$ cat config.mk
export PLATFORM = sky130hd
export DESIGN_NAME = quoted_string_escape_decoder_flat
export DESIGN_NICKNAME = d
export VERILOG_FILES = /design/src/qsed_pkg.sv /design/src/qsed_in_if.sv /design/src/qsed_out_if.sv /design/src/quoted_string_escape_decoder.sv /design/src/qsed_front.sv /design/src/qsed_fifo.sv /design/src/qsed_back.sv /design/src/flat_wrapper.sv
export SDC_FILE = /design/constraint.sdc
export NUM_CORES = 1
export LEC_CHECK = 0
export BUFFER_PORTS_ARGS = -buffer_cell sky130_fd_sc_hd__clkbuf_2
export CORE_MARGIN = 2
export CORE_UTILIZATION = 60
export CTS_CLUSTER_DIAMETER = 30
export CTS_CLUSTER_SIZE = 8
export DETAILED_ROUTE_END_ITERATION = 6
export PLACE_DENSITY = 0.77
export SLEW_MARGIN = 10
export SYNTH_ARGS = -nofsm -noshare
export SYNTH_HDL_FRONTEND = slang
export SYNTH_SLANG_ARGS = --single-unit
$ cat constraint.sdc
create_clock -name clk -period 6.85 [get_ports clk]
set_clock_uncertainty 0.2 [all_clocks]
set_input_delay 0.685 -clock clk [delete_from_list [all_inputs] [get_ports clk]]
set_output_delay 0.685 -clock clk [all_outputs]
set_load 0.005 [all_outputs]
$ cat src/qsed_pkg.sv
// Shared types and codes for the quoted string escape decoder.
// Used by the front end, queue, back end, top level and testbench.
package qsed_pkg;

    localparam int unsigned MaxResults = 3;

    typedef enum logic [1:0] {
        ST_OK       = 2'd0,
        ST_NO_QUOTE = 2'd1,
        ST_DANGLING = 2'd2,
        ST_TRAILING = 2'd3
    } status_t;

    typedef struct packed {
        logic [7:0] byte_out;
        status_t    status;
        logic       string_done;
    } result_t;

    // All results of one input byte, first result in res[0].
    typedef struct packed {
        logic [1:0]                    cnt;
        result_t [MaxResults-1:0]      res;
    } bundle_t;

endpackage

$ cat src/qsed_in_if.sv
// Input channel: one raw string byte per word with a last-byte flag.
// Depends on nothing.
interface qsed_in_if;
    logic       valid;
    logic       ready;
    logic [7:0] char_in;
    logic       final_char;

    modport source (output valid, output char_in, output final_char, input ready);
    modport sink   (input valid, input char_in, input final_char, output ready);
endinterface

$ cat src/qsed_out_if.sv
// Output channel: one decoded byte per word with status and end flag.
// Depends on nothing.
interface qsed_out_if;
    logic       valid;
    logic       ready;
    logic [7:0] byte_out;
    logic [1:0] status;
    logic       string_done;

    modport source (output valid, output byte_out, output status, output string_done,
                    input ready);
    modport sink   (input valid, input byte_out, input status, input string_done,
                    output ready);
endinterface

$ cat src/quoted_string_escape_decoder.sv
// Quoted string escape decoder, top level.
// Channels: in_ch takes one raw byte of a double-quoted string per word,
// final_char marking its last byte; out_ch gives decoded bytes, each with
// status and string_done. Every string ends in exactly one word with
// string_done set: the terminator (closing quote or end of input) with
// status 0, or an error word (missing opening quote, dangling backslash,
// text after closing quote) after which the rest of the string is dropped.
// Throughput: one input byte per cycle while the queue has room. The back
// end sends one word per cycle while out_ch.ready allows, so a byte that
// yields two or three words (pending numeric escape, terminator) holds the
// output for each of its words; the queue of DEPTH bundles absorbs such bursts.
// Path: the edge that accepts a byte writes its bundle into the queue; a later
// edge loads its first word into the output register once no older word is ahead.
// Reset: rst_n clears the decode state, the queue and the output valid flag;
// the decoder then waits for an opening quote.
// Stall: with out_ch.ready low the output register holds its word, the
// queue fills, and in_ch.ready drops when the queue is full.
// Depends on qsed_pkg, qsed_in_if, qsed_out_if, qsed_front, qsed_fifo, qsed_back.
module quoted_string_escape_decoder #(
    parameter int unsigned DEPTH = 4
) (
    input  logic       clk,
    input  logic       rst_n,
    qsed_in_if.sink    in_ch,
    qsed_out_if.source out_ch
);
    import qsed_pkg::*;

    bundle_t bundle;
    bundle_t head;
    logic    has_results;
    logic    accept;
    logic    empty;
    logic    full;
    logic    pop;

    assign in_ch.ready = !full;
    assign accept      = in_ch.valid && !full;

    qsed_front u_front (
        .clk         (clk),
        .rst_n       (rst_n),
        .accept      (accept),
        .char_in     (in_ch.char_in),
        .final_char  (in_ch.final_char),
        .bundle      (bundle),
        .has_results (has_results)
    );

    qsed_fifo #(
        .DEPTH (DEPTH)
    ) u_fifo (
        .clk       (clk),
        .rst_n     (rst_n),
        .push      (accept && has_results),
        .push_data (bundle),
        .pop       (pop),
        .head      (head),
        .empty     (empty),
        .full      (full)
    );

    qsed_back u_back (
        .clk    (clk),
        .rst_n  (rst_n),
        .head   (head),
        .empty  (empty),
        .pop    (pop),
        .out_ch (out_ch)
    );

endmodule

$ cat src/qsed_front.sv
// Front end: decode state machine, one input byte per cycle while accept is high, up to three results.
// Depends on qsed_pkg.
module qsed_front (
    input  logic              clk,
    input  logic              rst_n,
    input  logic              accept,
    input  logic [7:0]        char_in,
    input  logic              final_char,
    output qsed_pkg::bundle_t bundle,
    output logic              has_results
);
    import qsed_pkg::*;

    typedef enum logic [2:0] {
        M_OPEN  = 3'd0,
        M_BODY  = 3'd1,
        M_ESC   = 3'd2,
        M_OCT   = 3'd3,
        M_HEX   = 3'd4,
        M_AFTER = 3'd5,
        M_DROP  = 3'd6
    } mode_t;

    localparam logic [7:0] ChBsl   = 8'h5C;
    localparam logic [7:0] ChQuote = 8'h22;
    localparam logic [7:0] ChX     = 8'h78;
    localparam logic [1:0] MaxDigits = 2'd3;

    mode_t      mode_reg, mode_next;
    logic [7:0] accum_reg, accum_next;
    logic [1:0] count_reg, count_next;

    logic       do_body;
    logic       do_finish;
    logic       digit_ok;
    logic [3:0] digit_val;
    logic [1:0] k;
    result_t [MaxResults-1:0] res;

    always_comb
    begin
        digit_ok  = 1'b0;
        digit_val = 4'd0;
        if (mode_reg == M_OCT)
        begin
            if (char_in inside {[8'h30:8'h37]})
            begin
                digit_ok  = 1'b1;
                digit_val = {1'b0, char_in[2:0]};
            end
        end
        else if (char_in inside {[8'h30:8'h39]})
        begin
            digit_ok  = 1'b1;
            digit_val = char_in[3:0];
        end
        else if (char_in inside {[8'h61:8'h66], [8'h41:8'h46]})
        begin
            digit_ok  = 1'b1;
            digit_val = char_in[3:0] + 4'd9;
        end
    end

    always_comb
    begin
        mode_next  = mode_reg;
        accum_next = accum_reg;
        count_next = count_reg;
        do_body    = 1'b0;
        do_finish  = 1'b0;
        k          = 2'd0;
        res        = '0;

        case (mode_reg)
            M_OPEN:
            begin
                if (char_in == ChQuote)
                begin
                    mode_next = M_BODY;
                    if (final_char)
                    begin
                        res[k] = '{8'd0, ST_OK, 1'b1};
                        k = k + 2'd1;
                    end
                end
                else
                begin
                    res[k] = '{8'd0, ST_NO_QUOTE, 1'b1};
                    k = k + 2'd1;
                    mode_next = M_DROP;
                end
            end
            M_BODY:
            begin
                do_body = 1'b1;
            end
            M_ESC:
            begin
                mode_next = M_BODY;
                do_finish = 1'b1;
                case (char_in)
                    8'h6E: begin res[k] = '{8'h0A, ST_OK, 1'b0}; k = k + 2'd1; end
                    8'h74: begin res[k] = '{8'h09, ST_OK, 1'b0}; k = k + 2'd1; end
                    8'h76: begin res[k] = '{8'h0B, ST_OK, 1'b0}; k = k + 2'd1; end
                    8'h62: begin res[k] = '{8'h08, ST_OK, 1'b0}; k = k + 2'd1; end
                    8'h72: begin res[k] = '{8'h0D, ST_OK, 1'b0}; k = k + 2'd1; end
                    8'h66: begin res[k] = '{8'h0C, ST_OK, 1'b0}; k = k + 2'd1; end
                    default:
                    begin
                        if (char_in inside {[8'h30:8'h37]})
                        begin
                            mode_next  = M_OCT;
                            accum_next = {5'd0, char_in[2:0]};
                            count_next = 2'd1;
                        end
                        else if (char_in == ChX)
                        begin
                            mode_next  = M_HEX;
                            accum_next = 8'd0;
                            count_next = 2'd0;
                        end
                        else
                        begin
                            res[k] = '{char_in, ST_OK, 1'b0};
                            k = k + 2'd1;
                        end
                    end
                endcase
            end
            M_OCT, M_HEX:
            begin
                if (digit_ok)
                begin
                    if (mode_reg == M_OCT)
                        accum_next = {accum_reg[4:0], digit_val[2:0]};
                    else
                        accum_next = {accum_reg[3:0], digit_val};
                    count_next = count_reg + 2'd1;
                    if (count_next >= MaxDigits)
                    begin
                        res[k] = '{accum_next, ST_OK, 1'b0};
                        k = k + 2'd1;
                        mode_next = M_BODY;
                    end
                    do_finish = 1'b1;
                end
                else
                begin
                    res[k] = '{accum_reg, ST_OK, 1'b0};
                    k = k + 2'd1;
                    do_body = 1'b1;
                end
            end
            M_AFTER:
            begin
                res[k] = '{8'd0, ST_TRAILING, 1'b1};
                k = k + 2'd1;
                mode_next = M_DROP;
            end
            default:
            begin
                mode_next = M_DROP;
            end
        endcase

        if (do_body)
        begin
            mode_next = M_BODY;
            if (char_in == ChBsl)
            begin
                if (final_char)
                begin
                    res[k] = '{8'd0, ST_DANGLING, 1'b1};
                    k = k + 2'd1;
                end
                else
                    mode_next = M_ESC;
            end
            else if (char_in == ChQuote)
            begin
                if (final_char)
                begin
                    res[k] = '{8'd0, ST_OK, 1'b1};
                    k = k + 2'd1;
                end
                else
                    mode_next = M_AFTER;
            end
            else
            begin
                res[k] = '{char_in, ST_OK, 1'b0};
                k = k + 2'd1;
                if (final_char)
                begin
                    res[k] = '{8'd0, ST_OK, 1'b1};
                    k = k + 2'd1;
                end
            end
        end

        // flush a pending numeric escape, then terminate
        if (do_finish && final_char)
        begin
            if (mode_next == M_OCT || mode_next == M_HEX)
            begin
                res[k] = '{accum_next, ST_OK, 1'b0};
                k = k + 2'd1;
            end
            res[k] = '{8'd0, ST_OK, 1'b1};
            k = k + 2'd1;
        end

        if (final_char)
        begin
            mode_next  = M_OPEN;
            accum_next = 8'd0;
            count_next = 2'd0;
        end
    end

    assign bundle.cnt  = k;
    assign bundle.res  = res;
    assign has_results = (k != 2'd0);

    always_ff @(posedge clk or negedge rst_n)
    begin
        if (!rst_n)
        begin
            mode_reg  <= M_OPEN;
            accum_reg <= 8'd0;
            count_reg <= 2'd0;
        end
        else if (accept)
        begin
            mode_reg  <= mode_next;
            accum_reg <= accum_next;
            count_reg <= count_next;
        end
    end

endmodule

$ cat src/qsed_fifo.sv
// Short queue of result bundles between front and back end.
// Depends on qsed_pkg.
module qsed_fifo #(
    parameter int unsigned DEPTH = 4
) (
    input  logic              clk,
    input  logic              rst_n,
    input  logic              push,
    input  qsed_pkg::bundle_t push_data,
    input  logic              pop,
    output qsed_pkg::bundle_t head,
    output logic              empty,
    output logic              full
);
    import qsed_pkg::*;

    localparam int unsigned PtrW = (DEPTH > 1) ? $clog2(DEPTH) : 1;
    localparam int unsigned CntW = $clog2(DEPTH + 1);
    localparam logic [PtrW-1:0] LastPtr = PtrW'(DEPTH - 1);
    localparam logic [CntW-1:0] FullCnt = CntW'(DEPTH);

    bundle_t mem [DEPTH];

    logic [PtrW-1:0] wr_ptr_reg, rd_ptr_reg;
    logic [CntW-1:0] cnt_reg;

    assign empty = (cnt_reg == '0);
    assign full  = (cnt_reg == FullCnt);
    assign head  = mem[rd_ptr_reg];

    always_ff @(posedge clk)
    begin
        if (push)
            mem[wr_ptr_reg] <= push_data;
    end

    always_ff @(posedge clk or negedge rst_n)
    begin
        if (!rst_n)
        begin
            wr_ptr_reg <= '0;
            rd_ptr_reg <= '0;
            cnt_reg    <= '0;
        end
        else
        begin
            if (push)
                wr_ptr_reg <= (wr_ptr_reg == LastPtr) ? '0 : wr_ptr_reg + 1'b1;
            if (pop)
                rd_ptr_reg <= (rd_ptr_reg == LastPtr) ? '0 : rd_ptr_reg + 1'b1;
            if (push && !pop)
                cnt_reg <= cnt_reg + 1'b1;
            else if (pop && !push)
                cnt_reg <= cnt_reg - 1'b1;
        end
    end

endmodule

$ cat src/qsed_back.sv
// Back end: walks each queued bundle and presents one result per word
// from an output register. Depends on qsed_pkg and qsed_out_if.
module qsed_back (
    input  logic              clk,
    input  logic              rst_n,
    input  qsed_pkg::bundle_t head,
    input  logic              empty,
    output logic              pop,
    qsed_out_if.source        out_ch
);
    import qsed_pkg::*;

    logic       out_valid_reg;
    result_t    out_res_reg;
    logic [1:0] idx_reg;
    logic       load;
    logic       last;

    assign load = !out_valid_reg || out_ch.ready;
    assign last = (idx_reg == head.cnt - 2'd1);
    assign pop  = load && !empty && last;

    always_ff @(posedge clk or negedge rst_n)
    begin
        if (!rst_n)
        begin
            out_valid_reg <= 1'b0;
            idx_reg       <= 2'd0;
        end
        else if (load)
        begin
            out_valid_reg <= !empty;
            if (!empty)
                idx_reg <= last ? 2'd0 : idx_reg + 2'd1;
        end
    end

    always_ff @(posedge clk)
    begin
        if (load && !empty)
            out_res_reg <= head.res[idx_reg];
    end

    assign out_ch.valid       = out_valid_reg;
    assign out_ch.byte_out    = out_res_reg.byte_out;
    assign out_ch.status      = out_res_reg.status;
    assign out_ch.string_done = out_res_reg.string_done;

endmodule

$ cat src/flat_wrapper.sv
// flat-port wrapper written by rule: the top's interface ports become plain ports
module quoted_string_escape_decoder_flat import qsed_pkg::*;
#(
    parameter int unsigned DEPTH = 4
)
  (clk, rst_n, in_ch_valid, in_ch_char_in, in_ch_final_char, in_ch_ready, out_ch_valid, out_ch_byte_out, out_ch_status, out_ch_string_done, out_ch_ready);
  qsed_in_if in_ch_i ();
  qsed_out_if out_ch_i ();
  input  logic clk;
  input  logic rst_n;
  input wire logic [$bits(in_ch_i.valid)-1:0] in_ch_valid;
  input wire logic [$bits(in_ch_i.char_in)-1:0] in_ch_char_in;
  input wire logic [$bits(in_ch_i.final_char)-1:0] in_ch_final_char;
  output wire logic [$bits(in_ch_i.ready)-1:0] in_ch_ready;
  output wire logic [$bits(out_ch_i.valid)-1:0] out_ch_valid;
  output wire logic [$bits(out_ch_i.byte_out)-1:0] out_ch_byte_out;
  output wire logic [$bits(out_ch_i.status)-1:0] out_ch_status;
  output wire logic [$bits(out_ch_i.string_done)-1:0] out_ch_string_done;
  input wire logic [$bits(out_ch_i.ready)-1:0] out_ch_ready;
  assign in_ch_i.valid = in_ch_valid;
  assign in_ch_i.char_in = in_ch_char_in;
  assign in_ch_i.final_char = in_ch_final_char;
  assign in_ch_ready = in_ch_i.ready;
  assign out_ch_valid = out_ch_i.valid;
  assign out_ch_byte_out = out_ch_i.byte_out;
  assign out_ch_status = out_ch_i.status;
  assign out_ch_string_done = out_ch_i.string_done;
  assign out_ch_i.ready = out_ch_ready;
  quoted_string_escape_decoder #(.DEPTH(DEPTH)) u_core (.clk(clk), .rst_n(rst_n), .in_ch(in_ch_i), .out_ch(out_ch_i));
endmodule
==> reports/qor.csv, run 1 <==
stage,metric,value,unit
logic_synthesis,synthDistinctLibCells,77,
global_route,grt_first_pass_wirelength,29.2,mm
pwr,p_comb_share,37.0,%
drt,final_antenna_net_count,0,
clocking,cts_tree,yes,
logic_synthesis,synth_top_area_share,51.9,%
place,placed_area,8320,um^2
timing,max_freq,169,MHz
pwr,clkPwrFrac,21.6,%
critical_path,crit_required,6.99,ns
critical_path,crit_family,compound AO/OA/AOI/OAI gates,
timing,hold_violations,0,
timing,rsz0062_at_grt,no,
clocking,clock_insertion_delay_worst_skew,0.43,ns
pwr,leakage,3.18,nW
critical_path,cp_slowest_cell,o21ba_1,
clocking,hold_buffers,0,
timing,final.min_clock_period,5.90,ns
logic_synthesis,synth_edf_count,139,
logic_synthesis,synth_nets,634,
critical_path,path_buf_inv,5,
global_route,grt_pass1_vias,5210,
pwr,switching_share,34.5,%
drt,first_pass_iters,5,
logic_synthesis,synth_area,8040,um^2
pwr,powerDensity,438,nW/um^2
critical_path,cpMostUsedCell,ha_1,
clocking,clk_path_buf_depth,2,
clocking,cts-resized-gates,0,
clocking,cts_buffers,17,
clocking,clock_sinks,162,
clocking,path_clk_slew,0.06,ns
place,dp_hpwl,11.9,mm
layout,diodes,0,
pwr,vdd_drop_max,0.214,mV
timing,timing.setup.tns,0,ns
critical_path,path_class,input pin to flop,
timing,tightestPinTransition,0.940,ns
layout,syn2layout_area_growth,9.96,%
layout,drive_above_1_share,18.9,%
pwr,p_sw,0.00133,W
logic_synthesis,synth_ff_type,edfxtp_1,
floorplan,core-area,13100,um^2
floorplan,start_util,61.2,%
place,gp_congestion,0.956,
critical_path,cp_max_fo,10,
global_route,antenna_found_initial,0,
layout,stdcell_area,8840,um^2
drt,drt_iter0_markers,501,
critical_path,cp-start-kind,input pin,
logic_synthesis,ys_warn_count,0,
floorplan,fp-row-count,42,
pwr,internal_power,0.00253,W
logic_synthesis,ys_ff_latch,162,
floorplan,die_h,120,um
drt,num_vias,5124,
floorplan,io_pins,26,
layout,finalNetCount,657,
pwr,finalPower,0.00387,W
critical_path,max_stage_delay,0.52,ns
layout,final_core_util,67.3,%
min_path,hp-class,input pin to async pin,
logic_synthesis,synthesis.instances,600,
logic_synthesis,ys_seq_area_share,59.1,%
layout,largest_reg_flops,128,
clocking,cts.htree.levels,4,
timing,setup_viol,0,
run,cap_viol_max_count,0,
global_route,grt.total_usage,27.3,%
floorplan,die_area,14300,um^2
pwr,seqPwrFrac,41.4,%
drt,drc_errors,0,
global_route,grt-ovfl-total,0,
timing,fin_crit_sh,86.2,%
status,status,completed,
critical_path,cp-end-kind,flop,
logic_synthesis,synth_area_leaders,"edfxtp_1, mux4_2, dfrtp_1",
clocking,postCtsSetupBuffers,0,
timing,slew_viol_final,0,
logic_synthesis,synth_top_cell_by_area,edfxtp_1,
clocking,cts_root_buffer,clkbuf_16,
critical_path,worstPathArrival,6.04,ns
logic_synthesis,synth_commonest_cells,"edfxtp_1, nand2_1, o21ai_0, nor2_1, mux4_2",
logic_synthesis,async_flop_share,14.2,%
drt,viasPerCell,6.31,
drt,wl_per_cell,22.3,um
logic_synthesis,synthMostInstantiatedCell,edfxtp_1,
floorplan,die_width,120,um
logic_synthesis,avgSynthCellArea,13.4,um^2
place,port_buffers,25,
timing,timing.slew.headroom,36.8,%
drt,totalWireLength,18.1,mm
global_route,grt_max_degree,36,
[final cells by class]
class	count	area (um^2)
flip-flops and latches	162	4750
clock buffers	18	429
repair buffers	35	200
well taps	176	220
inverters	28	105
multi-input cells	379	3040
clock inverters	14	87.6
fillers	939	4300
[kinds of logic (layout without fill, tap and decap cells)]
group	after synthesis	count (layout)	share of synthesized area [%]
AOI/OAI and AO/OA	133	133	11.6
buffers and inverters	59	95	3.02
adders and majority gates	21	21	3.36
xor gates and xnor gates	4	4	0.436
muxes	52	52	11.6
DFF	162	162	59.1
and+or+nand+nor	169	169	10.8
[cell usage in the layout, fill, tap and decap left out, drive strengths merged, types with 13 or more instances in the layout]
cell type,Yosys,routed
a21oi,22,22
and2,13,13
clkbuf,16,43
dfrtp,23,23
edfxtp,139,139
ha,20,20
inv,28,31
mux2i,15,15
mux4,32,32
nand2,61,61
nor2,38,38
o21ai,48,48
[power groups by stage]
stage | clock network (W) | registers [W] | logic, W
2_1_floorplan | 0 | 0.00156 | 0.00107
3_3_place_gp | 0 | 0.00159 | 0.00136
3_5_place_dp | 0 | 0.00162 | 0.00142
4_1_cts | 0.000845 | 0.00160 | 0.00144
5_1_grt | 0.000882 | 0.00163 | 0.00158
6_report | 0.000837 | 0.00160 | 0.00143
[per-stage QoR]
step,setup slack (ns),std cells,hold WS (ns)
3_3_place_gp,0.891,780,0.268
6_report,0.945,812,0.0706
4_1_cts,0.952,812,0.0891
2_1_floorplan,1.13,600,0.189
3_5_place_dp,0.563,780,0.306
5_1_grt,0.553,812,0.121
[worst paths after layout]
check	cells past startpoint	to	slack, ns	from
setup / recovery	25	u_core.u_fifo.cnt_reg[2]	0.95	in_ch_char_in[0]
hold / removal	1	u_core.u_front.accum_reg[0]	0.07	rst_n
setup reg to reg	23	u_core.u_fifo.cnt_reg[2]	1.38	u_core.u_front.mode_reg[1]
hold reg to reg	2	u_core.u_front.accum_reg[6]	0.32	u_core.u_front.accum_reg[6]
max in group asynchronous	1	u_core.u_fifo.rd_ptr_reg[0]	5.92	rst_n
min in group clk	4	u_core.u_back.out_ch.valid	0.32	out_ch_ready
[routing by layer]
layer / GRT usage, % / vias up / wire length [um]
li1: - / 2328 / -
met1: 38.0 / 2555 / 7730
met2: 42.3 / 205 / 8900
met3: 6.13 / 36 / 1140
met4: 10.7 / 0 / 369
met5: 0 / - / 0
No activity file was read; power rests on OpenSTA's default activity.
==> inputs of run 2 (changes only) <==
--- a/config.mk
+++ b/config.mk
@@ -11,6 +11,7 @@
 export CTS_CLUSTER_DIAMETER = 30
 export CTS_CLUSTER_SIZE = 8
 export DETAILED_ROUTE_END_ITERATION = 6
+export MAX_ROUTING_LAYER = met4
 export PLACE_DENSITY = 0.77
 export SLEW_MARGIN = 10
 export SYNTH_ARGS = -nofsm -noshare
==> reports/qor.csv, run 2 (synthesized netlist as in run 1, its figures left out) <==
stage,metric,value,unit,change
status,status,completed,,unchanged
pwr,clkPwrFrac,22.9,%,was 21.6%
clocking,cts.htree.levels,4,,unchanged
min_path,hp-class,input pin to async pin,,unchanged
drt,totalWireLength,19.3,mm,was 18.1 mm
critical_path,cp_max_fo,10,,unchanged
layout,final_cell_mix,"edfxtp_1, nand2_1, o21ai_0",,unchanged
pwr,seqPwrFrac,40.7,%,was 41.4%
pwr,powerDensity,447,nW/um^2,was 438 nW/um^2
pwr,finalPower,0.00397,W,was 0.00387 W
global_route,grt_first_pass_wirelength,30.3,mm,was 29.2 mm
pwr,p_comb_share,36.5,%,was 37.0%
global_route,grt-ovfl-total,0,,unchanged
pwr,switching_share,35.0,%,was 34.5%
timing,hold_violations,0,,unchanged
clocking,postCtsSetupBuffers,0,,unchanged
layout,syn2layout_area_growth,10.6,%,was 9.96%
critical_path,crit_required,7.01,ns,was 6.99 ns
timing,tightestPinTransition,0.937,ns,was 0.940 ns
global_route,antenna_found_initial,0,,unchanged
floorplan,core-area,13100,um^2,unchanged
floorplan,fp-row-count,42,,unchanged
run,cap_viol_max_count,0,,unchanged
timing,fin_crit_sh,85.5,%,was 86.2%
floorplan,start_util,61.2,%,unchanged
clocking,cts_root_buffer,clkbuf_16,,unchanged
critical_path,max_stage_delay,0.53,ns,was 0.52 ns
layout,layout_commonest_cell,edfxtp_1,,unchanged
drt,final_antenna_net_count,0,,unchanged
global_route,grt_pass1_vias,5287,,was 5210
critical_path,worstPathArrival,6.01,ns,was 6.04 ns
timing,setup_slack,0.993,ns,was 0.945 ns
drt,drt_iter0_markers,530,,was 501
timing,max_freq,171,MHz,was 169 MHz
clocking,path_clk_slew,0.07,ns,was 0.06 ns
place,dp_hpwl,12.4,mm,was 11.9 mm
layout,drive_above_1_share,19.3,%,was 18.9%
place,port_buffers,25,,unchanged
global_route,grt_max_degree,36,,unchanged
pwr,p_sw,0.00139,W,was 0.00133 W
critical_path,cp-end-kind,flop,,unchanged
clocking,cts-resized-gates,0,,unchanged
layout,largest_reg_flops,128,,unchanged
place,gp_congestion,0.973,,was 0.956
place,place_inst,781,,was 780
clocking,clk_path_buf_depth,2,,unchanged
clocking,cts_tree,yes,,unchanged
floorplan,die_h,120,um,unchanged
clocking,cts_buffers,17,,unchanged
global_route,grt.total_usage,29.8,%,was 27.3%
clocking,clock_insertion_delay_worst_skew,0.43,ns,about the same
layout,fin_cells,813,,was 812
pwr,vdd_drop_max,0.241,mV,was 0.214 mV
timing,timing.slew.headroom,37.5,%,was 36.8%
clocking,hold_buffers,0,,unchanged
timing,final.min_clock_period,5.86,ns,was 5.90 ns
pwr,internal_power,0.00258,W,was 0.00253 W
timing,timing.setup.tns,0,ns,unchanged
critical_path,cpMostUsedCell,ha_1,,unchanged
pwr,leakage,3.20,nW,was 3.18 nW
critical_path,r2r-start,u_core.u_front.mode_reg[2],,was u_core.u_front.mode_reg[1]
floorplan,die_area,14300,um^2,unchanged
critical_path,reg2regPathDepth,23,,unchanged
drt,first_pass_iters,7,,was 5
drt,viasPerCell,6.38,,was 6.31
critical_path,path_class,input pin to flop,,unchanged
timing,slew_viol_final,0,,unchanged
floorplan,die_width,120,um,unchanged
layout,diodes,0,,unchanged
critical_path,reg2reg_slack,1.47,ns,was 1.38 ns
layout,fillers,921,,was 939
place,preCtsSetupSlack,0.606,ns,was 0.563 ns
drt,wl_per_cell,23.7,um,was 22.3 um
timing,rsz0062_at_grt,no,,unchanged
drt,num_vias,5183,,was 5124
clocking,clock_sinks,162,,unchanged
timing,setup_viol,0,,unchanged
floorplan,io_pins,26,,unchanged
critical_path,cp_slowest_cell,o31ai_4,,was o21ba_1
critical_path,rr_endpoint,u_core.u_fifo.cnt_reg[2],,unchanged
critical_path,cp-start-kind,input pin,,unchanged
layout,finalNetCount,658,,was 657
drt,drc_errors,0,,unchanged
critical_path,critPathLaunch,in_ch_char_in[0],,unchanged
[run 2: cell types whose count changed in the layout (fill, tap and decap cells not counted), sizes merged]
cell,previous run,this run
buf,10,11
bufinv,0,1
clkbuf,43,42
clkinv,10,7
inv,31,34
[run 2: worst max path at each step]
| stage | end | slack (ns) | cells past startpoint |
|---|---|---|---|
| 6_report | u_core.u_fifo.cnt_reg[2] | 0.99 | 25 |
| 3_5_place_dp | u_core.u_fifo.cnt_reg[2] | 0.61 | 25 |
| 2_1_floorplan | u_core.u_fifo.mem[0][0] | 1.13 | 21 |
| 5_1_grt | u_core.u_fifo.cnt_reg[2] | 0.61 | 25 |
| 3_3_place_gp | u_core.u_fifo.cnt_reg[2] | 0.87 | 25 |
| 4_1_cts | u_core.u_fifo.cnt_reg[2] | 1.03 | 25 |
[run 2: layer usage]
metal / vias up / part of all wire [%] / GRT usage [%]
li1: 2331 / - / -
met2: 204 / 50 / 46.5
met4: 0 / 2.6 / 11.8
met3: 35 / 5.8 / 5.51
met1: 2613 / 41 / 39.3
met5: - / 0 / -
[run 2: per-stage QoR]
| stage | instance area, um^2 | hold WS, ns | utilization (%) |
|---|---|---|---|
| after floorplan | 8040 | 0.189 | - |
| after global placement | 8330 | 0.268 | 63.4 |
| after detailed placement | 8330 | 0.285 | 63.4 |
| after CTS | 8880 | 0.0810 | 67.6 |
| after global routing | 8880 | 0.112 | 67.6 |
| final | 8880 | 0.0639 | 67.6 |
[run 2: critical path: cells and delay by family]
family / cells / cell delay [ns]
compound gates: 7 / 2.03
xor+xnor: 2 / 0.32
fa+ha+maj: 6 / 1.78
buf+inv: 5 / 0.57
simple gates: 5 / 0.64
[run 2: final cells by class]
class | instances | area (um^2) | area share, %
Inverter | 28 | 105 | 1.18
Clock inverter | 15 | 131 | 1.48
Timing Repair Buffer | 36 | 208 | 2.34
Sequential cell | 162 | 4750 | 53.5
Tap cell | 176 | 220 | 2.48
Clock buffer | 17 | 425 | 4.79
Multi-Input combinational cell | 379 | 3040 | 34.3
[run 2: power by group through the flow]
stage                     clock (W)  combinational (W)  sequential, W
after floorplan                   0            0.00107        0.00156
after global placement            0            0.00136        0.00159
after detailed placement          0            0.00143        0.00162
after CTS                  0.000915            0.00145        0.00162
after global routing       0.000951            0.00160        0.00164
final                      0.000907            0.00145        0.00162
